### config.mk
export PLATFORM = sky130hd
export DESIGN_NAME = vector_path_command_resolver_core
export DESIGN_NICKNAME = d
export VERILOG_FILES = /design/src/sv/vpcr_pkg.sv /design/src/sv/vpcr_resolve.sv /design/src/sv/vector_path_command_resolver_core.sv
export VERILOG_INCLUDE_DIRS = /design/src /design/src/sv
export SDC_FILE = /design/constraint.sdc
export NUM_CORES = 2
export LEC_CHECK = 0
export BUFFER_PORTS_ARGS = -buffer_cell sky130_fd_sc_hd__buf_2
export CORE_ASPECT_RATIO = 2
export CORE_MARGIN = 4
export CORE_UTILIZATION = 28
export DETAILED_ROUTE_END_ITERATION = 6
export PLACE_DENSITY = 0.54
export SYNTH_ARGS = -nofsm -noshare
export SYNTH_HDL_FRONTEND = slang
export SYNTH_SLANG_ARGS = --single-unit
### constraint.sdc
create_clock -name clk -period 8.5 [get_ports clk]
set_clock_uncertainty 0.15 [all_clocks]
set_input_delay 1.7 -clock clk [delete_from_list [all_inputs] [get_ports clk]]
set_output_delay 1.7 -clock clk [all_outputs]
set_load 0.02 [all_outputs]
### src/sv/vector_path_command_resolver_core_assert.svh
// ----------------------------------------------------------------------------
// Assertion macros for the vector path command resolver
// Wraps concurrent assertions so they can be compiled out as a group.
// ----------------------------------------------------------------------------
`ifndef VECTOR_PATH_COMMAND_RESOLVER_CORE_ASSERT_SVH
`define VECTOR_PATH_COMMAND_RESOLVER_CORE_ASSERT_SVH

`ifndef NO_ASSERTIONS

// antecedent true implies consequent in the same cycle
`define VPCR_ASSERT_SAME(label, clk, rst_n, ante, cons) \
  label: assert property (@(posedge clk) disable iff (!rst_n) (ante) |-> (cons)) \
    else $error("vpcr same-cycle check failed");

// antecedent true implies consequent in the next cycle
`define VPCR_ASSERT_NEXT(label, clk, rst_n, ante, cons) \
  label: assert property (@(posedge clk) disable iff (!rst_n) (ante) |=> (cons)) \
    else $error("vpcr next-cycle check failed");

`else

`define VPCR_ASSERT_SAME(label, clk, rst_n, ante, cons)
`define VPCR_ASSERT_NEXT(label, clk, rst_n, ante, cons)

`endif

`endif

### src/sv/vpcr_pkg.sv
// ----------------------------------------------------------------------------
// vpcr_pkg
// Command codes, pen state and result types, and saturating Q16.16 helpers.
// ----------------------------------------------------------------------------
package vpcr_pkg;

  // input command codes
  typedef enum logic [3:0] {
    MODE_MOVE    = 4'd0,
    MODE_LINE    = 4'd1,
    MODE_HORIZ   = 4'd2,
    MODE_VERT    = 4'd3,
    MODE_CUBIC   = 4'd4,
    MODE_SCUBIC  = 4'd5,
    MODE_QUAD    = 4'd6,
    MODE_SQUAD   = 4'd7,
    MODE_ARC     = 4'd8,
    MODE_CLOSE   = 4'd9
  } mode_t;

  // output command kinds
  typedef enum logic [2:0] {
    KIND_MOVE  = 3'd0,
    KIND_LINE  = 3'd1,
    KIND_QUAD  = 3'd2,
    KIND_CUBIC = 3'd3,
    KIND_ARC   = 3'd4,
    KIND_CLOSE = 3'd5
  } kind_t;

  localparam logic signed [31:0] Q_MAX = 32'sh7FFF_FFFF;
  localparam logic signed [31:0] Q_MIN = 32'sh8000_0000;

  // kept pen state
  typedef struct packed {
    logic signed [31:0] pen_x;
    logic signed [31:0] pen_y;
    logic signed [31:0] start_x;
    logic signed [31:0] start_y;
    logic signed [31:0] ctrl_x;
    logic signed [31:0] ctrl_y;
    logic               ctrl_valid;
    logic               subpath_open;
  } pen_state_t;

  // one resolved absolute command
  typedef struct packed {
    kind_t              kind;
    logic signed [31:0] o0;
    logic signed [31:0] o1;
    logic signed [31:0] o2;
    logic signed [31:0] o3;
    logic signed [31:0] o4;
    logic signed [31:0] o5;
    logic               large_arc;
    logic               sweep;
  } cmd_res_t;

  // a + b clamped to the 32-bit signed range
  function automatic logic signed [31:0] sat_add(input logic signed [31:0] a,
                                                 input logic signed [31:0] b);
    logic signed [32:0] s;
    s = {a[31], a} + {b[31], b};
    if (s[32] != s[31]) begin
      sat_add = s[32] ? Q_MIN : Q_MAX;
    end else begin
      sat_add = s[31:0];
    end
  endfunction

  // operand made absolute when relative
  function automatic logic signed [31:0] offs(input logic signed [31:0] v,
                                              input logic signed [31:0] base,
                                              input logic               rel);
    offs = rel ? sat_add(v, base) : v;
  endfunction

  // 2*p - c clamped to the 32-bit signed range
  function automatic logic signed [31:0] reflect(input logic signed [31:0] p,
                                                 input logic signed [31:0] c);
    logic signed [33:0] d;
    d = {p[31], p, 1'b0} - {{2{c[31]}}, c};
    if ((d[33] != d[32]) || (d[32] != d[31])) begin
      reflect = d[33] ? Q_MIN : Q_MAX;
    end else begin
      reflect = d[31:0];
    end
  endfunction

endpackage

### src/sv/vpcr_resolve.sv
// ----------------------------------------------------------------------------
// vpcr_resolve
// Combinational resolve of one path command against the pen state: gives the
// absolute command and the next pen state.
// ----------------------------------------------------------------------------
module vpcr_resolve
  import vpcr_pkg::*;
(
  input  logic [3:0]         mode,
  input  logic               relative,
  input  logic signed [31:0] arg0,
  input  logic signed [31:0] arg1,
  input  logic signed [31:0] arg2,
  input  logic signed [31:0] arg3,
  input  logic signed [31:0] arg4,
  input  logic signed [31:0] arg5,
  input  logic               large_arc_in,
  input  logic               sweep_in,
  input  pen_state_t         st,
  output cmd_res_t           res,
  output logic               has_result,
  output pen_state_t         st_nxt
);

  logic signed [31:0] ax0, ay1, ax2, ay3, ax4, ay5;
  logic signed [31:0] ax3, ay4, ay0;
  logic signed [31:0] rx1, ry1;

  // absolute operands for every slot that may be a coordinate
  assign ax0 = offs(arg0, st.pen_x, relative);
  assign ay1 = offs(arg1, st.pen_y, relative);
  assign ax2 = offs(arg2, st.pen_x, relative);
  assign ay3 = offs(arg3, st.pen_y, relative);
  assign ax4 = offs(arg4, st.pen_x, relative);
  assign ay5 = offs(arg5, st.pen_y, relative);
  assign ax3 = offs(arg3, st.pen_x, relative);   // arc end x
  assign ay4 = offs(arg4, st.pen_y, relative);   // arc end y
  assign ay0 = offs(arg0, st.pen_y, relative);   // vertical target

  // first control point of the smooth forms
  assign rx1 = st.ctrl_valid ? reflect(st.pen_x, st.ctrl_x) : st.pen_x;
  assign ry1 = st.ctrl_valid ? reflect(st.pen_y, st.ctrl_y) : st.pen_y;

  always_comb begin
    res        = '0;
    res.kind   = KIND_CLOSE;
    st_nxt     = st;
    has_result = 1'b1;
    unique case (mode_t'(mode))
      MODE_MOVE: begin
        res.kind       = KIND_MOVE;
        res.o0         = ax0;
        res.o1         = ay1;
        st_nxt.pen_x   = ax0;
        st_nxt.pen_y   = ay1;
        st_nxt.start_x = ax0;
        st_nxt.start_y = ay1;
        st_nxt.ctrl_valid   = 1'b0;
        st_nxt.subpath_open = 1'b1;
      end
      MODE_LINE: begin
        res.kind   = KIND_LINE;
        res.o0     = ax0;
        res.o1     = ay1;
        st_nxt.pen_x      = ax0;
        st_nxt.pen_y      = ay1;
        st_nxt.ctrl_valid = 1'b0;
      end
      MODE_HORIZ: begin
        res.kind   = KIND_LINE;
        res.o0     = ax0;
        res.o1     = st.pen_y;
        st_nxt.pen_x      = ax0;
        st_nxt.ctrl_valid = 1'b0;
      end
      MODE_VERT: begin
        res.kind   = KIND_LINE;
        res.o0     = st.pen_x;
        res.o1     = ay0;
        st_nxt.pen_y      = ay0;
        st_nxt.ctrl_valid = 1'b0;
      end
      MODE_CUBIC: begin
        res.kind = KIND_CUBIC;
        res.o0 = ax0; res.o1 = ay1;
        res.o2 = ax2; res.o3 = ay3;
        res.o4 = ax4; res.o5 = ay5;
        st_nxt.ctrl_x     = ax2;
        st_nxt.ctrl_y     = ay3;
        st_nxt.ctrl_valid = 1'b1;
        st_nxt.pen_x      = ax4;
        st_nxt.pen_y      = ay5;
      end
      MODE_SCUBIC: begin
        res.kind = KIND_CUBIC;
        res.o0 = rx1; res.o1 = ry1;
        res.o2 = ax0; res.o3 = ay1;
        res.o4 = ax2; res.o5 = ay3;
        st_nxt.ctrl_x     = ax0;
        st_nxt.ctrl_y     = ay1;
        st_nxt.ctrl_valid = 1'b1;
        st_nxt.pen_x      = ax2;
        st_nxt.pen_y      = ay3;
      end
      MODE_QUAD: begin
        res.kind = KIND_QUAD;
        res.o0 = ax0; res.o1 = ay1;
        res.o2 = ax2; res.o3 = ay3;
        st_nxt.ctrl_x     = ax0;
        st_nxt.ctrl_y     = ay1;
        st_nxt.ctrl_valid = 1'b1;
        st_nxt.pen_x      = ax2;
        st_nxt.pen_y      = ay3;
      end
      MODE_SQUAD: begin
        res.kind = KIND_QUAD;
        res.o0 = rx1; res.o1 = ry1;
        res.o2 = ax0; res.o3 = ay1;
        st_nxt.ctrl_x     = rx1;
        st_nxt.ctrl_y     = ry1;
        st_nxt.ctrl_valid = 1'b1;
        st_nxt.pen_x      = ax0;
        st_nxt.pen_y      = ay1;
      end
      MODE_ARC: begin
        st_nxt.pen_x      = ax3;
        st_nxt.pen_y      = ay4;
        st_nxt.ctrl_valid = 1'b0;
        // zero radius degrades to a straight line
        if ((arg0 == '0) || (arg1 == '0)) begin
          res.kind = KIND_LINE;
          res.o0   = ax3;
          res.o1   = ay4;
        end else begin
          res.kind      = KIND_ARC;
          res.o0        = arg0;
          res.o1        = arg1;
          res.o2        = ax3;
          res.o3        = ay4;
          res.o4        = arg2;
          res.large_arc = large_arc_in;
          res.sweep     = sweep_in;
        end
      end
      MODE_CLOSE: begin
        res.kind = KIND_CLOSE;
        if (st.subpath_open) begin
          st_nxt.pen_x        = st.start_x;
          st_nxt.pen_y        = st.start_y;
          st_nxt.subpath_open = 1'b0;
        end
        st_nxt.ctrl_valid = 1'b0;
      end
      default: begin
        // unused codes: dropped, state untouched
        has_result = 1'b0;
      end
    endcase
  end

endmodule

### src/sv/vector_path_command_resolver_core.sv
// ----------------------------------------------------------------------------
// vector_path_command_resolver_core
// Resolves tokenized path commands into absolute moveto, lineto, quadto,
// cubicto, arcto and closepath commands against a kept pen state.
// ----------------------------------------------------------------------------
//  channel | handshake            | payload
//  --------+----------------------+---------------------------------------
//  in      | in_valid / in_ready  | mode, relative, arg0..arg5, arc flags
//  out     | out_valid / out_ready| kind, out0..out5, arc flags
//
//  One item per cycle while the output is not stalled; a result is registered and
//  appears in the cycle after its item is taken. The pen state updates at the
//  accepting edge, so the next item sees it. in_ready is high while the result
//  register is empty or being drained. Unused command codes are taken and
//  dropped without a result. Synchronous active-low reset clears the pen state and the output valid.
// ----------------------------------------------------------------------------
`include "vector_path_command_resolver_core_assert.svh"

module vector_path_command_resolver_core
  import vpcr_pkg::*;
(
  input  logic               clk,
  input  logic               rst_n,
  input  logic               in_valid,
  output logic               in_ready,
  input  logic [3:0]         in_mode,
  input  logic               in_relative,
  input  logic signed [31:0] in_arg0,
  input  logic signed [31:0] in_arg1,
  input  logic signed [31:0] in_arg2,
  input  logic signed [31:0] in_arg3,
  input  logic signed [31:0] in_arg4,
  input  logic signed [31:0] in_arg5,
  input  logic               in_large_arc_in,
  input  logic               in_sweep_in,
  output logic               out_valid,
  input  logic               out_ready,
  output logic [2:0]         out_kind,
  output logic signed [31:0] out_out0,
  output logic signed [31:0] out_out1,
  output logic signed [31:0] out_out2,
  output logic signed [31:0] out_out3,
  output logic signed [31:0] out_out4,
  output logic signed [31:0] out_out5,
  output logic               out_large_arc_out,
  output logic               out_sweep_out
);

  pen_state_t st_r, st_nxt;
  cmd_res_t   res_r, res_nxt;
  logic       out_valid_r;
  logic       has_result;
  logic       in_fire;

  assign in_ready = !out_valid_r || out_ready;
  assign in_fire  = in_valid && in_ready;

  vpcr_resolve u_resolve (
    .mode         (in_mode),
    .relative     (in_relative),
    .arg0         (in_arg0),
    .arg1         (in_arg1),
    .arg2         (in_arg2),
    .arg3         (in_arg3),
    .arg4         (in_arg4),
    .arg5         (in_arg5),
    .large_arc_in (in_large_arc_in),
    .sweep_in     (in_sweep_in),
    .st           (st_r),
    .res          (res_nxt),
    .has_result   (has_result),
    .st_nxt       (st_nxt)
  );

  // pen state and output valid
  always_ff @(posedge clk) begin
    if (!rst_n) begin
      st_r        <= '0;
      out_valid_r <= 1'b0;
    end else begin
      if (in_fire) begin
        st_r        <= st_nxt;
        out_valid_r <= has_result;
      end else if (out_ready) begin
        out_valid_r <= 1'b0;
      end
    end
  end

  // result payload
  always_ff @(posedge clk) begin
    if (in_fire && has_result) begin
      res_r <= res_nxt;
    end
  end

  assign out_valid         = out_valid_r;
  assign out_kind          = res_r.kind;
  assign out_out0          = res_r.o0;
  assign out_out1          = res_r.o1;
  assign out_out2          = res_r.o2;
  assign out_out3          = res_r.o3;
  assign out_out4          = res_r.o4;
  assign out_out5          = res_r.o5;
  assign out_large_arc_out = res_r.large_arc;
  assign out_sweep_out     = res_r.sweep;

  // checks
  `VPCR_ASSERT_NEXT(a_unused_keeps_state, clk, rst_n,
                    in_fire && (in_mode > MODE_CLOSE), $stable(st_r))
  `VPCR_ASSERT_SAME(a_flags_arc_only, clk, rst_n,
                    out_valid_r && (res_r.kind != KIND_ARC),
                    !res_r.large_arc && !res_r.sweep)
  `VPCR_ASSERT_SAME(a_close_zero, clk, rst_n,
                    out_valid_r && (res_r.kind == KIND_CLOSE),
                    (res_r.o0 == '0) && (res_r.o1 == '0))
  `VPCR_ASSERT_NEXT(a_curve_sets_ctrl, clk, rst_n,
                    in_fire && has_result &&
                    ((res_nxt.kind == KIND_CUBIC) || (res_nxt.kind == KIND_QUAD)),
                    st_r.ctrl_valid)

endmodule

==> key figures, run 1 <==
Status
  • Status: aborted with a tool error
  • Last stage: global routing
  • Error msg: [ERROR GRT-0116] Global routing finished with congestion. Check the congestion regions in the DRC Viewer.

Clock network
  • Clock Path Buffers: 3
  • H-tree depth: 2
  • Clock sinks: 392
  • Clk root buf: clkbuf_16
  • Num CTS Buffers: 49
  • CTS resizes: 0
  • Post-CTS Setup Inserts: 0
  • CTS Hold Bufs: 0

Synthesis
  • Yosys warns: 0
  • Syn_area_per_cell: 7.55 µm²
  • Yosys reg bits: 392
  • Sequential share of the synthesized area: 0.214
  • Post-Syn Instances: 6071
  • Number of synthesized flops with an enable pin: 197
  • Primary FF master, synth: edfxtp_1
  • Async S/R FF share, synth: 0
  • Syn nets: 6639
  • Synth unique cells: 113
  • Mapped Area: roughly 46000 µm²

Floorplan
  • Die height: 580 µm
  • Initial Util: 0.282
  • Io pins: 402
  • Die W: approximately 290 µm
  • Std-Cell Rows: between 200 and 250

Placed design
  • Final GP Congestion: 1.18
  • Port-buffer cells: 401
  • Inst Count DP: 8594
  • Final HPWL DP: between 300000 and 400000 µm

GRT
  • All-Layer GR Usage: 0.633
  • Largest net degree at the start of global routing: 95
  • First-pass GRT wire length: 763000 µm
  • Vias in the first global route: roughly 71000
  • Congestion Overflow GR: 549
## through the flow
| stage | utilization | hold slack, ps | worst slack (ps) | area, µm² |
|---|---|---|---|---|
| 3_5_place_dp | 0.322 | 301 | 926 | 52300 |
| 2_1_floorplan | - | 286 | 1510 | 45800 |
| 4_1_cts | 0.333 | 309 | 1650 | 54000 |
| 3_3_place_gp | 0.322 | 293 | 874 | 52300 |
## Yosys cell counts (34+ instances only)
master | count | area [µm²]
mux2i_1 | 51 | 510
o21bai_1 | 59 | 443
a221o_1 | 37 | 370
nor4_1 | 37 | 231
nand2b_1 | 73 | 457
ha_1 | 354 | 4430
o21ai_0 | 503 | 2520
nand4_1 | 60 | 375
inv_1 | 201 | 754
and3_1 | 56 | 350
dfxtp_1 | 195 | 3900
nor3_1 | 105 | 526
nor2_1 | 531 | 1990
o21a_1 | 68 | 510
o22ai_1 | 90 | 563
or3_1 | 37 | 231
edfxtp_1 | 197 | 5920
o221ai_1 | 83 | 727
buf_2 | 34 | 170
and2_1 | 45 | 282
clkbuf_1 | 320 | 1200
o211ai_1 | 138 | 1040
nand3_1 | 124 | 621
a211oi_1 | 113 | 848
a21oi_1 | 599 | 3000
nor2b_1 | 79 | 494
a31oi_1 | 83 | 519
a221oi_1 | 120 | 1050
xnor2_1 | 182 | 1590
nand2_1 | 580 | 2180
xor2_1 | 109 | 955
a22oi_1 | 71 | 533
a21o_1 | 153 | 1150
## layer usage
| layer | GRT overflow | GRT usage |
|---|---|---|
| met3 | 12 | 0.410 |
| met1 | 2 | 0.614 |
| met4 | 204 | 0.693 |
| met2 | 331 | 0.846 |
| met5 | 0 | 0.0967 |
## logic make-up after synthesis
family / count (synthesis) / synth area share
multiplexers: 65 / 0.0146
AO/OA/AOI/OAI: 2553 / 0.378
buffers and inverters: 576 / 0.0485
XOR/XNOR: 292 / 0.0560
adder cells (fa/ha/maj): 386 / 0.106
flip-flops: 392 / 0.214
AND/OR/NAND/NOR: 1807 / 0.183
==> inputs of run 2 (changes only) <==
Settings changed: CORE_ASPECT_RATIO 2 to default, CORE_UTILIZATION 28 to 20, PLACE_DENSITY 0.54 to default, PLACE_DENSITY_LB_ADDON from default to 0.15.
==> run 2 against run 1 <==
The flow now finishes, with violations (design-rule violations, max-capacitance violations, max-slew violations). Area after synthesis unchanged. Synthesized cell count unchanged.
==> key figures, run 2 <==
Status
  • Status: finished, violations left
  • Violated checks: design-rule violations, max-capacitance violations, max-slew violations

Drt
  • DR WL/cell: between 30 and 40 µm
  • Vias: 57400
  • Pre-antenna DRT Iters: 7
  • DR vias/cell: 6.07
  • Detailed Route Iter0 Violations: 8100
  • Post-DRT Antenna Nets: 0
  • DRC: 2
  • DRT Wirelength: 370000 µm

STA
  • Crit share post-route: 0.812
  • Setup repair after global routing missed its margin: false
  • Final WS setup: 1600 ps
  • Final setup fails: 0
  • Sum of negative setup slack: 0 ps
  • Final hold viol count: 0
  • Slew headroom: -0.00410
  • Hold WS: approximately 310 ps
  • Fmax achieved: ~140 MHz
  • Tmin final: between 6000 and 7000 ps
  • Final Max Slew Viols: 2
  • Worst slew pin tran: 1510 ps

Final layout
  • Nets@finish: 6932
  • Max reg flops: 194
  • Area Overhead vs Synth: 17.7%
  • Seq. cell area: about 9800 µm²
  • Layout cell share with drive strength beyond 1: 0.136
  • Commonest cells after routing, fill and taps aside: 595 x a21oi_1, 578 x nand2_1, 520 x nor2_1
  • Register with the most flip-flops: st_r
  • Most common cell after layout, fill and taps aside: a21oi_1
  • Area of the multi-input gates: 34000 µm²
  • Fillers: 25600

Synthesis
  • Syn_area_per_cell: between 7 and 8 µm²
  • Async S/R FF share, synth: 0
  • Primary FF master, synth: edfxtp_1
  • Sequential share of the synthesized area: 0.214
  • Area contributors post-synth: edfxtp_1 13%, ha_1 9.7%, dfxtp_1 8.5%, a21oi_1 6.5%, o21ai_0 5.5%
  • Number of synthesized flops with an enable pin: 197
  • Yosys reg bits: just under 400
  • Post-synth top area share: 0.129
  • Syn nets: 6639
  • Mapped Area: 45800 µm²
  • Top-count cell post-synth: a21oi_1
  • Post-Syn Instances: 6071
  • Yosys warns: 0
  • Synth unique cells: 113
  • Synth area leader: edfxtp_1
  • Most frequent cells after synthesis: 599 x a21oi_1, 580 x nand2_1, 531 x nor2_1

Worst setup path
  • Crit. End Element: register
  • Critical path class: register to register
  • Worst Path Arrival: 7160 ps
  • Startpoint Class: register
  • Worst Path Required: 8760 ps
  • CP max FO: 19

GRT
  • Largest net degree at the start of global routing: 127
  • Initial antenna violation count: 70
  • Vias in the first global route: 53200
  • All-Layer GR Usage: 0.297
  • Congestion Overflow GR: 0
  • First-pass GRT wire length: between 400000 and 500000 µm

Pwr
  • Pleak: 21.3 nW
  • Int Power: roughly 5.0 mW
  • Net switching power: 4.91 mW
  • Reg power frac: 0.230
  • PwrDens: 185 nW/µm²
  • Clock power frac: 0.268
  • Maximum VDD drop: 0.166 mV
  • Sw Share: 0.493
  • Comb power frac: 0.503

Floorplan
  • Std-Cell Rows: 175
  • Die height: 487 µm
  • Die area: 237000 µm²
  • Core area: 228000 µm²
  • Die W: 487 µm
  • Initial Util: 0.201
  • Io pins: roughly 400

Placed design
  • Dpl ws: 1170 ps
  • Final HPWL DP: 291000 µm
  • Port-buffer cells: around 400
  • Final GP Congestion: 1.03

Clock network
  • Clock Path Buffers: 3
  • Clk root buf: clkbuf_16
  • CTS Hold Bufs: 0
  • H-tree depth: 2
  • Clock-pin slew on the worst setup and hold paths: 70 ps
  • CTS tree: built
  • Worst-Skew Late Latency: 740 ps
  • Post-CTS Setup Inserts: 0
  • Clock sinks: 392
  • CTS resizes: 0
  • Num CTS Buffers: 57

Worst hold path
  • Hold crit path type: register to register

Run
  • Max cap viols: 1
run 2: cell counts after synthesis:
No cell type changed its count.
run 2: final timing paths:
check,startpoint,end,slack [ps],cells after the start
setup reg to reg,st_r[133],out_out1[0],1600,18
hold / removal,st_r[93],st_r[93],310,2
setup / recovery,st_r[133],out_out1[0],1600,18
hold reg to reg,st_r[93],st_r[93],310,2
run 2: power by group through the flow:
stage	logic (mW)	clock network [mW]	registers (mW)
final	5.01	2.67	2.29
after global routing	5.16	2.75	2.29
after CTS	4.84	2.68	2.28
after detailed placement	4.81	0	2.32
after global placement	4.83	0	2.33
after floorplan	2.63	0	2.32
run 2: metrics by stage:
stage | power, mW | util | cells | cell area (µm²)
floorplan | 4.95 | - | 6071 | 45800
global placement | 7.16 | 0.228 | 9313 | 51900
detailed placement | 7.13 | 0.228 | 9313 | 51900
CTS | 9.80 | 0.236 | 9421 | 53900
global route | 10.2 | 0.237 | 9428 | 53900
finish | 9.96 | 0.237 | 9446 | 53900
run 2: cell type report:
type / instances / share of cell area
inverter: 202 / 0.0143
sequential: 392 / 0.182
timing repair buffer: 608 / 0.0669
multi-input combinational: 5103 / 0.630
antenna: 24 / 0.00111
tap: 3009 / 0.0698
clock inverter: 31 / 0.00654
clock buffer: 77 / 0.0296
run 2: kinds of logic after synthesis:
| family | after synthesis | share of synthesized area |
|---|---|---|
| AOI/OAI and AO/OA | 2553 | 0.378 |
| and+or+nand+nor | 1807 | 0.183 |
| buffers and inverters | 576 | 0.0485 |
| DFF | 392 | 0.214 |
| adders and majority gates | 386 | 0.106 |
| xor gates and xnor gates | 292 | 0.0560 |
| muxes | 65 | 0.0146 |
run 2: routing by layer:
metal  vias to the layer above  wire length [µm]  share of wire  track usage
met5                         -               154        0.00042            0
met4                        24             30900          0.083        0.202
met3                       985             34900          0.094       0.0594
met2                      3918            153000           0.41        0.440
met1                     28500            151000           0.41        0.387
li1                      23900                 -              -            -
run 2: worst max-delay path: stages (launching register included):
cell and delay (ps):
dfxtp_1 1180, ha_1 470, a21o_1 210, a2bb2oi_1 290, a211oi_1 200, o31a_1 350
a21oi_1 270, o21bai_1 110, a21o_1 210, a21oi_1 150, o21bai_1 80, xor2_1 160
ha_1 470, nand3_1 260, buf_4 290, a21boi_0 450, a21oi_1 250, a2111oi_0 740
o221ai_1 280
Note: power is estimated with default switching activity, not from simulation.
